### src/design/hsc_pkg.sv
package hsc_pkg;

    localparam int CH_W  = 8;
    localparam int LEN_W = 7;

    // Character codes
    localparam logic [CH_W-1:0] CH_NUL    = 8'h00;
    localparam logic [CH_W-1:0] CH_LF     = 8'h0A;
    localparam logic [CH_W-1:0] CH_DOT    = 8'h2E;
    localparam logic [CH_W-1:0] CH_HYPHEN = 8'h2D;

    // Label length limits
    localparam logic [LEN_W-1:0] MAX_LABEL_RESET = 7'd63;
    localparam logic [LEN_W-1:0] LABEL_SAT       = 7'h7F;

    // Class of one character
    typedef struct packed {
        logic is_term;
        logic is_letter;
        logic is_digit;
        logic is_hyphen;
        logic is_dot;
    } t_char_class;

endpackage

### src/design/hsc_if.sv
interface hsc_ch_if import hsc_pkg::*; ();
    logic            valid;
    logic            ready;
    logic [CH_W-1:0] ch;

    modport source (output valid, output ch, input ready);
    modport sink   (input valid, input ch, output ready);
endinterface

interface hsc_verdict_if;
    logic valid;
    logic ready;
    logic name_valid;

    modport source (output valid, output name_valid, input ready);
    modport sink   (input valid, input name_valid, output ready);
endinterface

interface hsc_cfg_if import hsc_pkg::*; ();
    logic             valid;
    logic             ready;
    logic [LEN_W-1:0] label_cap;

    modport source (output valid, output label_cap, input ready);
    modport sink   (input valid, input label_cap, output ready);
endinterface

### src/design/hsc_char_class.sv
module hsc_char_class import hsc_pkg::*; (
    input  logic [CH_W-1:0] i_ch,
    output t_char_class     o_class
);

    // Decode the character into its syntax classes
    always_comb begin
        o_class.is_term   = (i_ch == CH_NUL) || (i_ch == CH_LF);
        o_class.is_letter = ((i_ch >= 8'h61) && (i_ch <= 8'h7A)) ||
                            ((i_ch >= 8'h41) && (i_ch <= 8'h5A));
        o_class.is_digit  = (i_ch >= 8'h30) && (i_ch <= 8'h39);
        o_class.is_hyphen = (i_ch == CH_HYPHEN);
        o_class.is_dot    = (i_ch == CH_DOT);
    end

endmodule

### src/design/hsc_name_check.sv
module hsc_name_check import hsc_pkg::*; (
    input  logic             i_clk,
    input  logic             i_rst_n,
    input  logic             i_step,
    input  t_char_class      i_class,
    input  logic [LEN_W-1:0] i_label_cap,
    output logic             o_name_valid
);

    logic             r_at_start, n_at_start;
    logic             r_after_dot, n_after_dot;
    logic [LEN_W-1:0] r_label_len, n_label_len;
    logic             r_last_alnum, n_last_alnum;
    logic             r_failed, n_failed;
    logic             too_long;

    assign too_long = (r_label_len > i_label_cap);

    // Verdict for a terminator in the current state
    assign o_name_valid = !r_at_start && !r_failed && !r_after_dot && !too_long &&
                          r_last_alnum;

    // Next name state for one character
    always_comb begin
        n_at_start   = r_at_start;
        n_after_dot  = r_after_dot;
        n_label_len  = r_label_len;
        n_last_alnum = r_last_alnum;
        n_failed     = r_failed;
        if (i_class.is_term) begin
            n_at_start   = 1'b1;
            n_after_dot  = 1'b0;
            n_label_len  = '0;
            n_last_alnum = 1'b0;
            n_failed     = 1'b0;
        end else if (r_failed) begin
            n_failed = 1'b1;
        end else if (r_at_start || r_after_dot) begin
            if (!i_class.is_letter) begin
                n_failed = 1'b1;
            end else begin
                n_at_start   = 1'b0;
                n_after_dot  = 1'b0;
                n_label_len  = LEN_W'(1);
                n_last_alnum = 1'b1;
            end
        end else if (i_class.is_dot) begin
            if ((r_label_len == '0) || too_long) begin
                n_failed = 1'b1;
            end else begin
                n_after_dot  = 1'b1;
                n_last_alnum = 1'b0;
            end
        end else if (i_class.is_letter || i_class.is_digit || i_class.is_hyphen) begin
            if (r_label_len != LABEL_SAT) begin
                n_label_len = r_label_len + LEN_W'(1);
            end
            n_last_alnum = !i_class.is_hyphen;
        end else begin
            n_failed = 1'b1;
        end
    end

    // Advance the state on each processed character
    always_ff @(posedge i_clk) begin
        if (!i_rst_n) begin
            r_at_start   <= 1'b1;
            r_after_dot  <= 1'b0;
            r_label_len  <= '0;
            r_last_alnum <= 1'b0;
            r_failed     <= 1'b0;
        end else if (i_step) begin
            r_at_start   <= n_at_start;
            r_after_dot  <= n_after_dot;
            r_label_len  <= n_label_len;
            r_last_alnum <= n_last_alnum;
            r_failed     <= n_failed;
        end
    end

    // A terminator always restarts the name
    a_term_restart: assert property (@(posedge i_clk) disable iff (!i_rst_n)
        (i_step && i_class.is_term) |=> (r_at_start && !r_failed && r_label_len == '0))
        else $error("name state not restarted after terminator");

    // Once past the first letter, the label count is never zero
    a_len_nonzero: assert property (@(posedge i_clk) disable iff (!i_rst_n)
        !r_at_start |-> (r_label_len != '0))
        else $error("label count zero inside a name");

    // A pending dot implies the name has started
    a_dot_started: assert property (@(posedge i_clk) disable iff (!i_rst_n)
        r_after_dot |-> !r_at_start)
        else $error("dot pending at start of name");

    // A failed name stays failed until its terminator
    a_fail_sticky: assert property (@(posedge i_clk) disable iff (!i_rst_n)
        (r_failed && !(i_step && i_class.is_term)) |=> r_failed)
        else $error("failure cleared before terminator");

endmodule

### src/design/hostname_syntax_checker_top.sv
// Hostname syntax checker: one character per transfer, one verdict per name.
// Terminator path: input register, then result register once it is processed.
// One character per cycle unless stalled; name state is registered per character.
// The character input stalls only when a verdict is due and the output is full.
// Reset (i_rst_n low, synchronous): name state to start, label cap to 63,
// both pipeline registers empty.
module hostname_syntax_checker_top import hsc_pkg::*; (
    input  logic                 i_clk,
    input  logic                 i_rst_n,
    hsc_ch_if.sink               i_ch,
    hsc_cfg_if.sink              i_cfg,
    hsc_verdict_if.source        o_res
);

    logic             r_s1_valid;
    logic [CH_W-1:0]  r_s1_ch;
    logic [LEN_W-1:0] r_label_cap;
    logic             r_out_valid;
    logic             r_out_name_valid;
    t_char_class      s1_class;
    logic             s1_go;
    logic             name_ok;

    // Configuration register
    assign i_cfg.ready = 1'b1;

    always_ff @(posedge i_clk) begin
        if (!i_rst_n) begin
            r_label_cap <= MAX_LABEL_RESET;
        end else if (i_cfg.valid) begin
            r_label_cap <= i_cfg.label_cap;
        end
    end

    // Decode the registered character
    hsc_char_class u_class (
        .i_ch    (r_s1_ch),
        .o_class (s1_class)
    );

    // Process a character unless its verdict would find the output full
    assign s1_go      = r_s1_valid && (!s1_class.is_term || !r_out_valid || o_res.ready);
    assign i_ch.ready = !r_s1_valid || s1_go;

    // Input register
    always_ff @(posedge i_clk) begin
        if (!i_rst_n) begin
            r_s1_valid <= 1'b0;
        end else if (i_ch.ready) begin
            r_s1_valid <= i_ch.valid;
        end
    end

    always_ff @(posedge i_clk) begin
        if (i_ch.valid && i_ch.ready) begin
            r_s1_ch <= i_ch.ch;
        end
    end

    // Name state and verdict
    hsc_name_check u_check (
        .i_clk        (i_clk),
        .i_rst_n      (i_rst_n),
        .i_step       (s1_go),
        .i_class      (s1_class),
        .i_label_cap  (r_label_cap),
        .o_name_valid (name_ok)
    );

    // Result register: load on terminator, drop on transfer
    always_ff @(posedge i_clk) begin
        if (!i_rst_n) begin
            r_out_valid <= 1'b0;
        end else if (s1_go && s1_class.is_term) begin
            r_out_valid <= 1'b1;
        end else if (o_res.ready) begin
            r_out_valid <= 1'b0;
        end
    end

    always_ff @(posedge i_clk) begin
        if (s1_go && s1_class.is_term) begin
            r_out_name_valid <= name_ok;
        end
    end

    assign o_res.valid      = r_out_valid;
    assign o_res.name_valid = r_out_name_valid;

endmodule
### src/flat_wrapper.sv
// flat-port wrapper written by rule: the top's interface ports become plain ports
module hostname_syntax_checker_top_flat import hsc_pkg::*;
  (i_clk, i_rst_n, i_ch_valid, i_ch_ch, i_ch_ready, i_cfg_valid, i_cfg_label_cap, i_cfg_ready, o_res_valid, o_res_name_valid, o_res_ready);
  hsc_ch_if i_ch_i ();
  hsc_cfg_if i_cfg_i ();
  hsc_verdict_if o_res_i ();
  input  logic i_clk;
  input  logic i_rst_n;
  input wire logic [$bits(i_ch_i.valid)-1:0] i_ch_valid;
  input wire logic [$bits(i_ch_i.ch)-1:0] i_ch_ch;
  output wire logic [$bits(i_ch_i.ready)-1:0] i_ch_ready;
  input wire logic [$bits(i_cfg_i.valid)-1:0] i_cfg_valid;
  input wire logic [$bits(i_cfg_i.label_cap)-1:0] i_cfg_label_cap;
  output wire logic [$bits(i_cfg_i.ready)-1:0] i_cfg_ready;
  output wire logic [$bits(o_res_i.valid)-1:0] o_res_valid;
  output wire logic [$bits(o_res_i.name_valid)-1:0] o_res_name_valid;
  input wire logic [$bits(o_res_i.ready)-1:0] o_res_ready;
  assign i_ch_i.valid = i_ch_valid;
  assign i_ch_i.ch = i_ch_ch;
  assign i_ch_ready = i_ch_i.ready;
  assign i_cfg_i.valid = i_cfg_valid;
  assign i_cfg_i.label_cap = i_cfg_label_cap;
  assign i_cfg_ready = i_cfg_i.ready;
  assign o_res_valid = o_res_i.valid;
  assign o_res_name_valid = o_res_i.name_valid;
  assign o_res_i.ready = o_res_ready;
  hostname_syntax_checker_top u_core (.i_clk(i_clk), .i_rst_n(i_rst_n), .i_ch(i_ch_i), .i_cfg(i_cfg_i), .o_res(o_res_i));
endmodule
### config.mk
export PLATFORM = sky130hd
export DESIGN_NAME = hostname_syntax_checker_top_flat
export DESIGN_NICKNAME = d
export VERILOG_FILES = /design/src/design/hsc_pkg.sv /design/src/design/hsc_if.sv /design/src/design/hsc_char_class.sv /design/src/design/hsc_name_check.sv /design/src/design/hostname_syntax_checker_top.sv /design/src/flat_wrapper.sv
export SDC_FILE = /design/constraint.sdc
export NUM_CORES = 1
export LEC_CHECK = 0
export ABC_AREA = 1
export BUFFER_PORTS_ARGS = -buffer_cell sky130_fd_sc_hd__buf_2
export CAP_MARGIN = 20
export CORE_MARGIN = 5
export CORE_UTILIZATION = 63
export CTS_BUF_LIST = sky130_fd_sc_hd__clkbuf_4
export DETAILED_ROUTE_END_ITERATION = 12
export GPL_TIMING_DRIVEN = 1
export HOLD_SLACK_MARGIN = 0.06
export PLACE_DENSITY = 0.86
export SETUP_SLACK_MARGIN = 0.5
export SLEW_MARGIN = 20
export SYNTH_ARGS = -nofsm -noshare
export SYNTH_HDL_FRONTEND = slang
export SYNTH_SLANG_ARGS = --single-unit
### constraint.sdc
create_clock -name i_clk -period 2.7 [get_ports i_clk]
set_clock_uncertainty 0.2 [all_clocks]
set_input_delay 0.405 -clock i_clk [delete_from_list [all_inputs] [get_ports i_clk]]
set_output_delay 0.405 -clock i_clk [all_outputs]
set_load 0.02 [all_outputs]
Word-level counts from Yosys, hierarchy flattened
Index checks and enable logic that the tools add are counted.
{"block": "totals", "n_memories": 0, "regBits": 29, "romBits": 0, "in_bits": 20, "ramBits": 0, "latch_bits": 0}
{"block": "op_classes", "n_reduce_logical": 40, "n_addsub": 1, "n_eq_ne": 9, "mul": 0, "shift": 0, "muxes": 32, "bitwise": 0, "magnitude_cmp": 7, "div_mod_pow": 0}
{"cell": "7-bit 2-to-1 mux", "count": 7}
{"cell": "1-bit 2-to-1 mux", "count": 25}
{"cell": "8-bit by 6-bit == test with 1-bit output, second input constant", "count": 2}
{"cell": "8-bit by 7-bit >= comparator with 1-bit output, second input constant", "count": 2}
{"cell": "8-bit by 7-bit less-or-equal comparator with 1-bit output, second input constant", "count": 2}
{"cell": "1-bit logical AND", "count": 10}
{"cell": "5-bit AND reduction", "count": 2}
{"cell": "1-bit logical OR", "count": 9}
{"cell": "3-bit by 2-bit inequality test with 1-bit output, second input constant", "count": 3}
{"cell": "3-bit nonzero test", "count": 3}
{"cell": "8-bit by 4-bit == test with 1-bit output, second input constant", "count": 1}
{"cell": "8-bit by 6-bit >= comparator with 1-bit output, second input constant", "count": 1}
{"cell": "8-bit by 6-bit less-or-equal comparator with 1-bit output, second input constant", "count": 1}
{"cell": "1-bit logical NOT", "count": 8}
{"cell": "8-bit logical NOT", "count": 1}
{"cell": "7-bit by 1-bit adder with 7-bit output, second input constant", "count": 1}
{"cell": "7-bit greater-than comparator", "count": 1}
{"cell": "7-bit logical NOT", "count": 1}
{"cell": "7-bit inequality test, second input constant", "count": 1}
{"cell": "6-bit AND reduction", "count": 1}
{"cell": "2-bit nonzero test", "count": 3}
{"cell": "4-bit by 3-bit inequality test with 1-bit output, second input constant", "count": 1}
{"cell": "4-bit AND reduction", "count": 1}
{"cell": "4-bit nonzero test", "count": 1}
{"cell": "2-bit by 1-bit inequality test with 1-bit output, second input constant", "count": 1}

Depth between registers and ports, before layout
{"block": "logic_depth", "word_depth": 10, "mapped_depth": 14, "ltp_nobuf": 14}

Cells and area by module
Synthesis repeated with hierarchy kept, for this count alone.
{"block": "hier_totals", "hier_cells": 234, "area_unflattened_um2": 1715.4}
{"mod": "hsc_name_check", "n_inst": 1, "cells_per_inst": 143, "area_each_um2": 930.9, "seq_area_each_um2": 220.2}
{"mod": "hostname_syntax_checker_top", "n_inst": 1, "cells_per_inst": 60, "area_each_um2": 648.1, "seq_area_each_um2": 450.4}
{"mod": "hsc_char_class", "n_inst": 1, "cells_per_inst": 31, "area_each_um2": 136.4, "seq_area_each_um2": 0.0}

Worst setup path after synthesis
No wires, ideal clock.
{"block": "synth_path", "kind": "reg2reg", "startpoint": "reg u_core.r_s1_ch[2]", "endpoint": "reg u_core.r_s1_ch[0], enable pin", "required_ns": 2.227, "arrival_ns": 1.357, "stages_incl_launch_ff": 7, "synth_period_minus_slack_ns": 1.830, "setup_slack_ns": 0.870, "setup_ns": 0.273, "path_cell_list": "edfxtp_1 > nor2_1 > nand2_1 > a21oi_4 > nand3_1 > nand2_1 > inv_1"}
{"block": "synth_via", "elab_chain_len": 8}
{"element": "start, declared", "line_no": "hostname_syntax_checker_top.sv:16", "rtl": "logic [CH_W-1:0] r_s1_ch;"}
{"element": "start signal, assigned", "line_no": "hostname_syntax_checker_top.sv:56", "rtl": "r_s1_ch <= i_ch.ch;"}
{"element": "8-bit by 4-bit == test with 1-bit output or 8-bit logical NOT (tied branches)", "line_no": "hsc_char_class.sv:8", "rtl": "o_class.is_term = (i_ch == CH_NUL) || (i_ch == CH_LF);"}
{"element": "1-bit logical OR *", "line_no": "hsc_char_class.sv:8"}
{"element": "1-bit logical NOT *", "line_no": "hostname_syntax_checker_top.sv:42", "rtl": "assign s1_go = r_s1_valid && (!s1_class.is_term || !r_out_valid || o_res.ready);"}
{"element": "1-bit logical OR * (2 in a row)", "line_no": "hostname_syntax_checker_top.sv:42"}
{"element": "1-bit logical AND *", "line_no": "hostname_syntax_checker_top.sv:42"}
{"element": "1-bit logical OR *", "line_no": "hostname_syntax_checker_top.sv:43", "rtl": "assign i_ch.ready = !r_s1_valid || s1_go;"}
{"element": "named net i_ch_ready", "line_no": "flat_wrapper.sv:11", "rtl": "output wire logic [$bits(i_ch_i.ready)-1:0] i_ch_ready;"}
{"element": "1-bit logical AND *", "line_no": "hostname_syntax_checker_top.sv:55", "rtl": "if (i_ch.valid && i_ch.ready) begin"}
Mark *: on every way through the listed nets, which the timed path passes. The rest lies on a longest branch.
A chain may end at the register's enable or synchronous reset.

Final worst setup path
{"block": "layout_path", "startpoint": "reg u_core.r_s1_ch[1]", "endpoint": "out i_ch_ready"}
{"block": "layout_via", "elab_chain_len": 7}
{"element": "8-bit by 4-bit == test with 1-bit output or 8-bit logical NOT (tied branches)", "line_no": "hsc_char_class.sv:8"}
{"element": "1-bit logical OR *", "line_no": "hsc_char_class.sv:8"}
{"element": "1-bit logical NOT *", "line_no": "hostname_syntax_checker_top.sv:42"}
{"element": "1-bit logical OR * (2 in a row)", "line_no": "hostname_syntax_checker_top.sv:42"}
{"element": "1-bit logical AND *", "line_no": "hostname_syntax_checker_top.sv:42"}
{"element": "1-bit logical OR *", "line_no": "hostname_syntax_checker_top.sv:43"}
{"element": "end, declared", "line_no": "flat_wrapper.sv:11"}
Mark *: on every way between the ends. The rest lies on a longest branch, timed or not.

==> impl_metrics.json <==
{
  "status": "completed",
  "cts_tree": "built",
  "routed_wl_mm": 4.29,
  "ys_ff_latch": 29,
  "grt_usage_pct": 22.1,
  "path_class": "flop to primary output",
  "cts.sinks": 29,
  "fill_cells": 196,
  "ant_nets": 0,
  "die_w_um": 62.2,
  "vdd_drop_max_uv": 516,
  "synth_seq_area_share_pct": 39.0,
  "layout.nets": 310,
  "cp_slowest_cell": "edfxtp_1",
  "die_h_um": 62.2,
  "fin_crit_ns": 2.17,
  "final_cells": 313,
  "routed_via_density": 5.42,
  "port_buffers": 22,
  "synthTopCellsByArea": "dfxtp_1 (23%), edfxtp_1 (16%), nand2_1 (12%)",
  "avgSynthCellArea_um2": 7.13,
  "yosysTopAreaCellShare_pct": 23.3,
  "drtPass1Iterations": 4,
  "dieArea_um2": 3870,
  "crit_family": "flip-flops",
  "gp_congestion": 0.823,
  "grt_overflow": 0,
  "hold_viol": 0,
  "slew_viol_final": 0,
  "yosys.area.top_type": "dfxtp_1",
  "slowest_delay_ns": 0.46,
  "grt_pass1_wl_mm": 6.98,
  "crit_fanout": 5,
  "drc_errors": 0,
  "numCtsBuffers": 5,
  "h-tree-depth": 2,
  "yosysWarningCount": 0,
  "crit_chain": "inv_1 > nor2_1 > nand2_1 > a21oi_4 > nand3_2 > buf_2",
  "rsz0062_at_grt": "no",
  "rows": 19,
  "detail_route.wl_per_cell_um": 13.7,
  "power.density_nw_per_um2": 444,
  "vias": 1696,
  "grt_start_max_net_pins": 13,
  "path_buf_inv": 2,
  "insertion_delay_ns": 0.33,
  "cp_data_arrival_time_ns": 1.56,
  "crit_path_start_kind": "flop",
  "hold_path_class": "input port to flop",
  "post-route-period-util_pct": 80.3,
  "grt_antenna_before_repair": 0,
  "grt_pass1_vias": 1573,
  "drt_iter0_markers": 89,
  "core_um2": 2690,
  "start_util_pct": 64.0,
  "areaGrowthSynthToFinish_pct": 19.1,
  "tns_ns": 0,
  "cts.reportedPaths.clkPinSlew_ns": 0.10,
  "clockBufferDepth": 2,
  "end_kind": "primary output",
  "ios": 24,
  "final_util_pct": 76.2,
  "syn_inst": 241,
  "hold_slack_ns": 0.0814,
  "finalSetupViolCount": 0,
  "root_buffer": "clkbuf_4",
  "netlist_area_um2": 1720,
  "netlist-cell-type-count": 30,
  "hpwl_mm": 2.69,
  "worstPathRequired_ns": 2.10,
  "syn_nets": 270,
  "drive_above_1_share_pct": 19.5,
  "diodes": 0,
  "max-cap-violations": 0,
  "max_freq_mhz": 461,
  "cellLeakagePower_nw": 1.01,
  "dp.cells": 291
}
routing by layer:
layer  wire (µm)  up-vias  track usage (%)
li1            -      846                -
met1        1770      765             26.2
met2        2110       70             38.3
met3         261       15             4.14
met4         150        0             10.0
met5           0        -                0
cell type report:
class | count | area, µm² | share of cell area (%)
multi-input combinational | 172 | 910 | 44.4
sequential | 29 | 671 | 32.7
timing repair buffer | 36 | 235 | 11.5
inverter | 37 | 139 | 6.78
tap | 31 | 38.8 | 1.89
clock buffer | 5 | 37.5 | 1.83
clock inverter | 3 | 17.5 | 0.855
where the power goes:
| group | total [W] | internal (W) | switching [W] |
|---|---|---|---|
| sequential | 0.000497 | 0.000474 | 0.0000229 |
| combinational | 0.000159 | 0.0000641 | 0.0000948 |
| clock | 0.000254 | 0.0000979 | 0.000156 |
kinds of logic (layout without fill, tap and decap cells):
| logic type | Yosys count | in the layout | synth area share, % |
|---|---|---|---|
| simple gates | 135 | 135 | 36.0 |
| buf+inv | 40 | 81 | 8.95 |
| flops | 29 | 29 | 39.0 |
| compound gates | 25 | 25 | 8.23 |
| fa+ha+maj | 9 | 9 | 6.55 |
| xor+xnor | 2 | 2 | 1.02 |
| other cells | 1 | 1 | 0.218 |
cell usage in the layout, fill, tap and decap left out, types with 5 or more instances in the layout:
cell type,n
edfxtp_1,9
buf_4,6
a21oi_1,16
o21ai_0,6
nand3_1,21
inv_1,34
dlygate4sd3_1,8
ha_1,9
nor2_1,35
buf_2,22
nand2_1,57
clkbuf_4,5
dfxtp_1,20
nor2_2,6
sequential cells by signal (all words and copies together), names as in the netlist:
register	flops
u_core.r_s1_ch	8
u_core.o_res.name_valid	1
u_core.u_check.r_after_dot	1
u_core.r_s1_valid	1
u_core.u_check.r_label_len	7
u_core.u_check.r_last_alnum	1
u_core.o_res.valid	1
u_core.u_check.r_at_start	1
u_core.r_label_cap	7
u_core.u_check.r_failed	1
through the flow:
step / setup slack [ns] / power [W] / area, µm²
floorplan: 0.870 / 0.000599 / 1720
global placement: 0.848 / 0.000631 / 1850
detailed placement: 0.805 / 0.000635 / 1850
CTS: 0.548 / 0.000890 / 2000
global route: 0.461 / 0.000963 / 2050
finish: 0.532 / 0.000910 / 2050
synth_stat cells, drive strengths merged:
master	n
ha	9
xor2	2
inv	36
conb	1
a21oi	17
nand2	60
nor3b	1
dfxtp	20
or2	1
clkbuf	2
clkinv	1
and3	1
nor3	2
edfxtp	9
o21bai	1
nor2	44
o211ai	1
buf	1
o21ai	6
nand3	24
nand4	2
final timing paths:
| kind | startpoint | end | slack (ns) | cells after the start |
|---|---|---|---|---|
| max | u_core.r_s1_ch[1]$_DFFE_PP_ | i_ch_ready | 0.53 | 6 |
| min | i_cfg_label_cap[0] | u_core.r_label_cap[0]$_SDFFE_PN1P_ | 0.08 | 3 |
| max reg2reg | u_core.r_s1_ch[3]$_DFFE_PP_ | u_core.u_check.r_label_len[0]$_SDFFE_PN0P_ | 0.64 | 12 |
| min reg2reg | u_core.r_label_cap[5]$_SDFFE_PN1P_ | u_core.r_label_cap[5]$_SDFFE_PN1P_ | 0.27 | 2 |
worst register-to-register path: cells and delay by family (launching register included):
family                 cells  cell delay, ns
and+or+nand+nor            9            1.00
DFF                        1            0.47
buffers and inverters      3            0.32
timing repair:
action	in CTS	in global routing
gates resized for setup	0	4
endpoints found under the hold margin	8	0
hold buffers	8	0
endpoints found under the setup margin	1	1
pin swaps	0	1
buffers inserted	2	4
(Power assumes the default switching activity.)
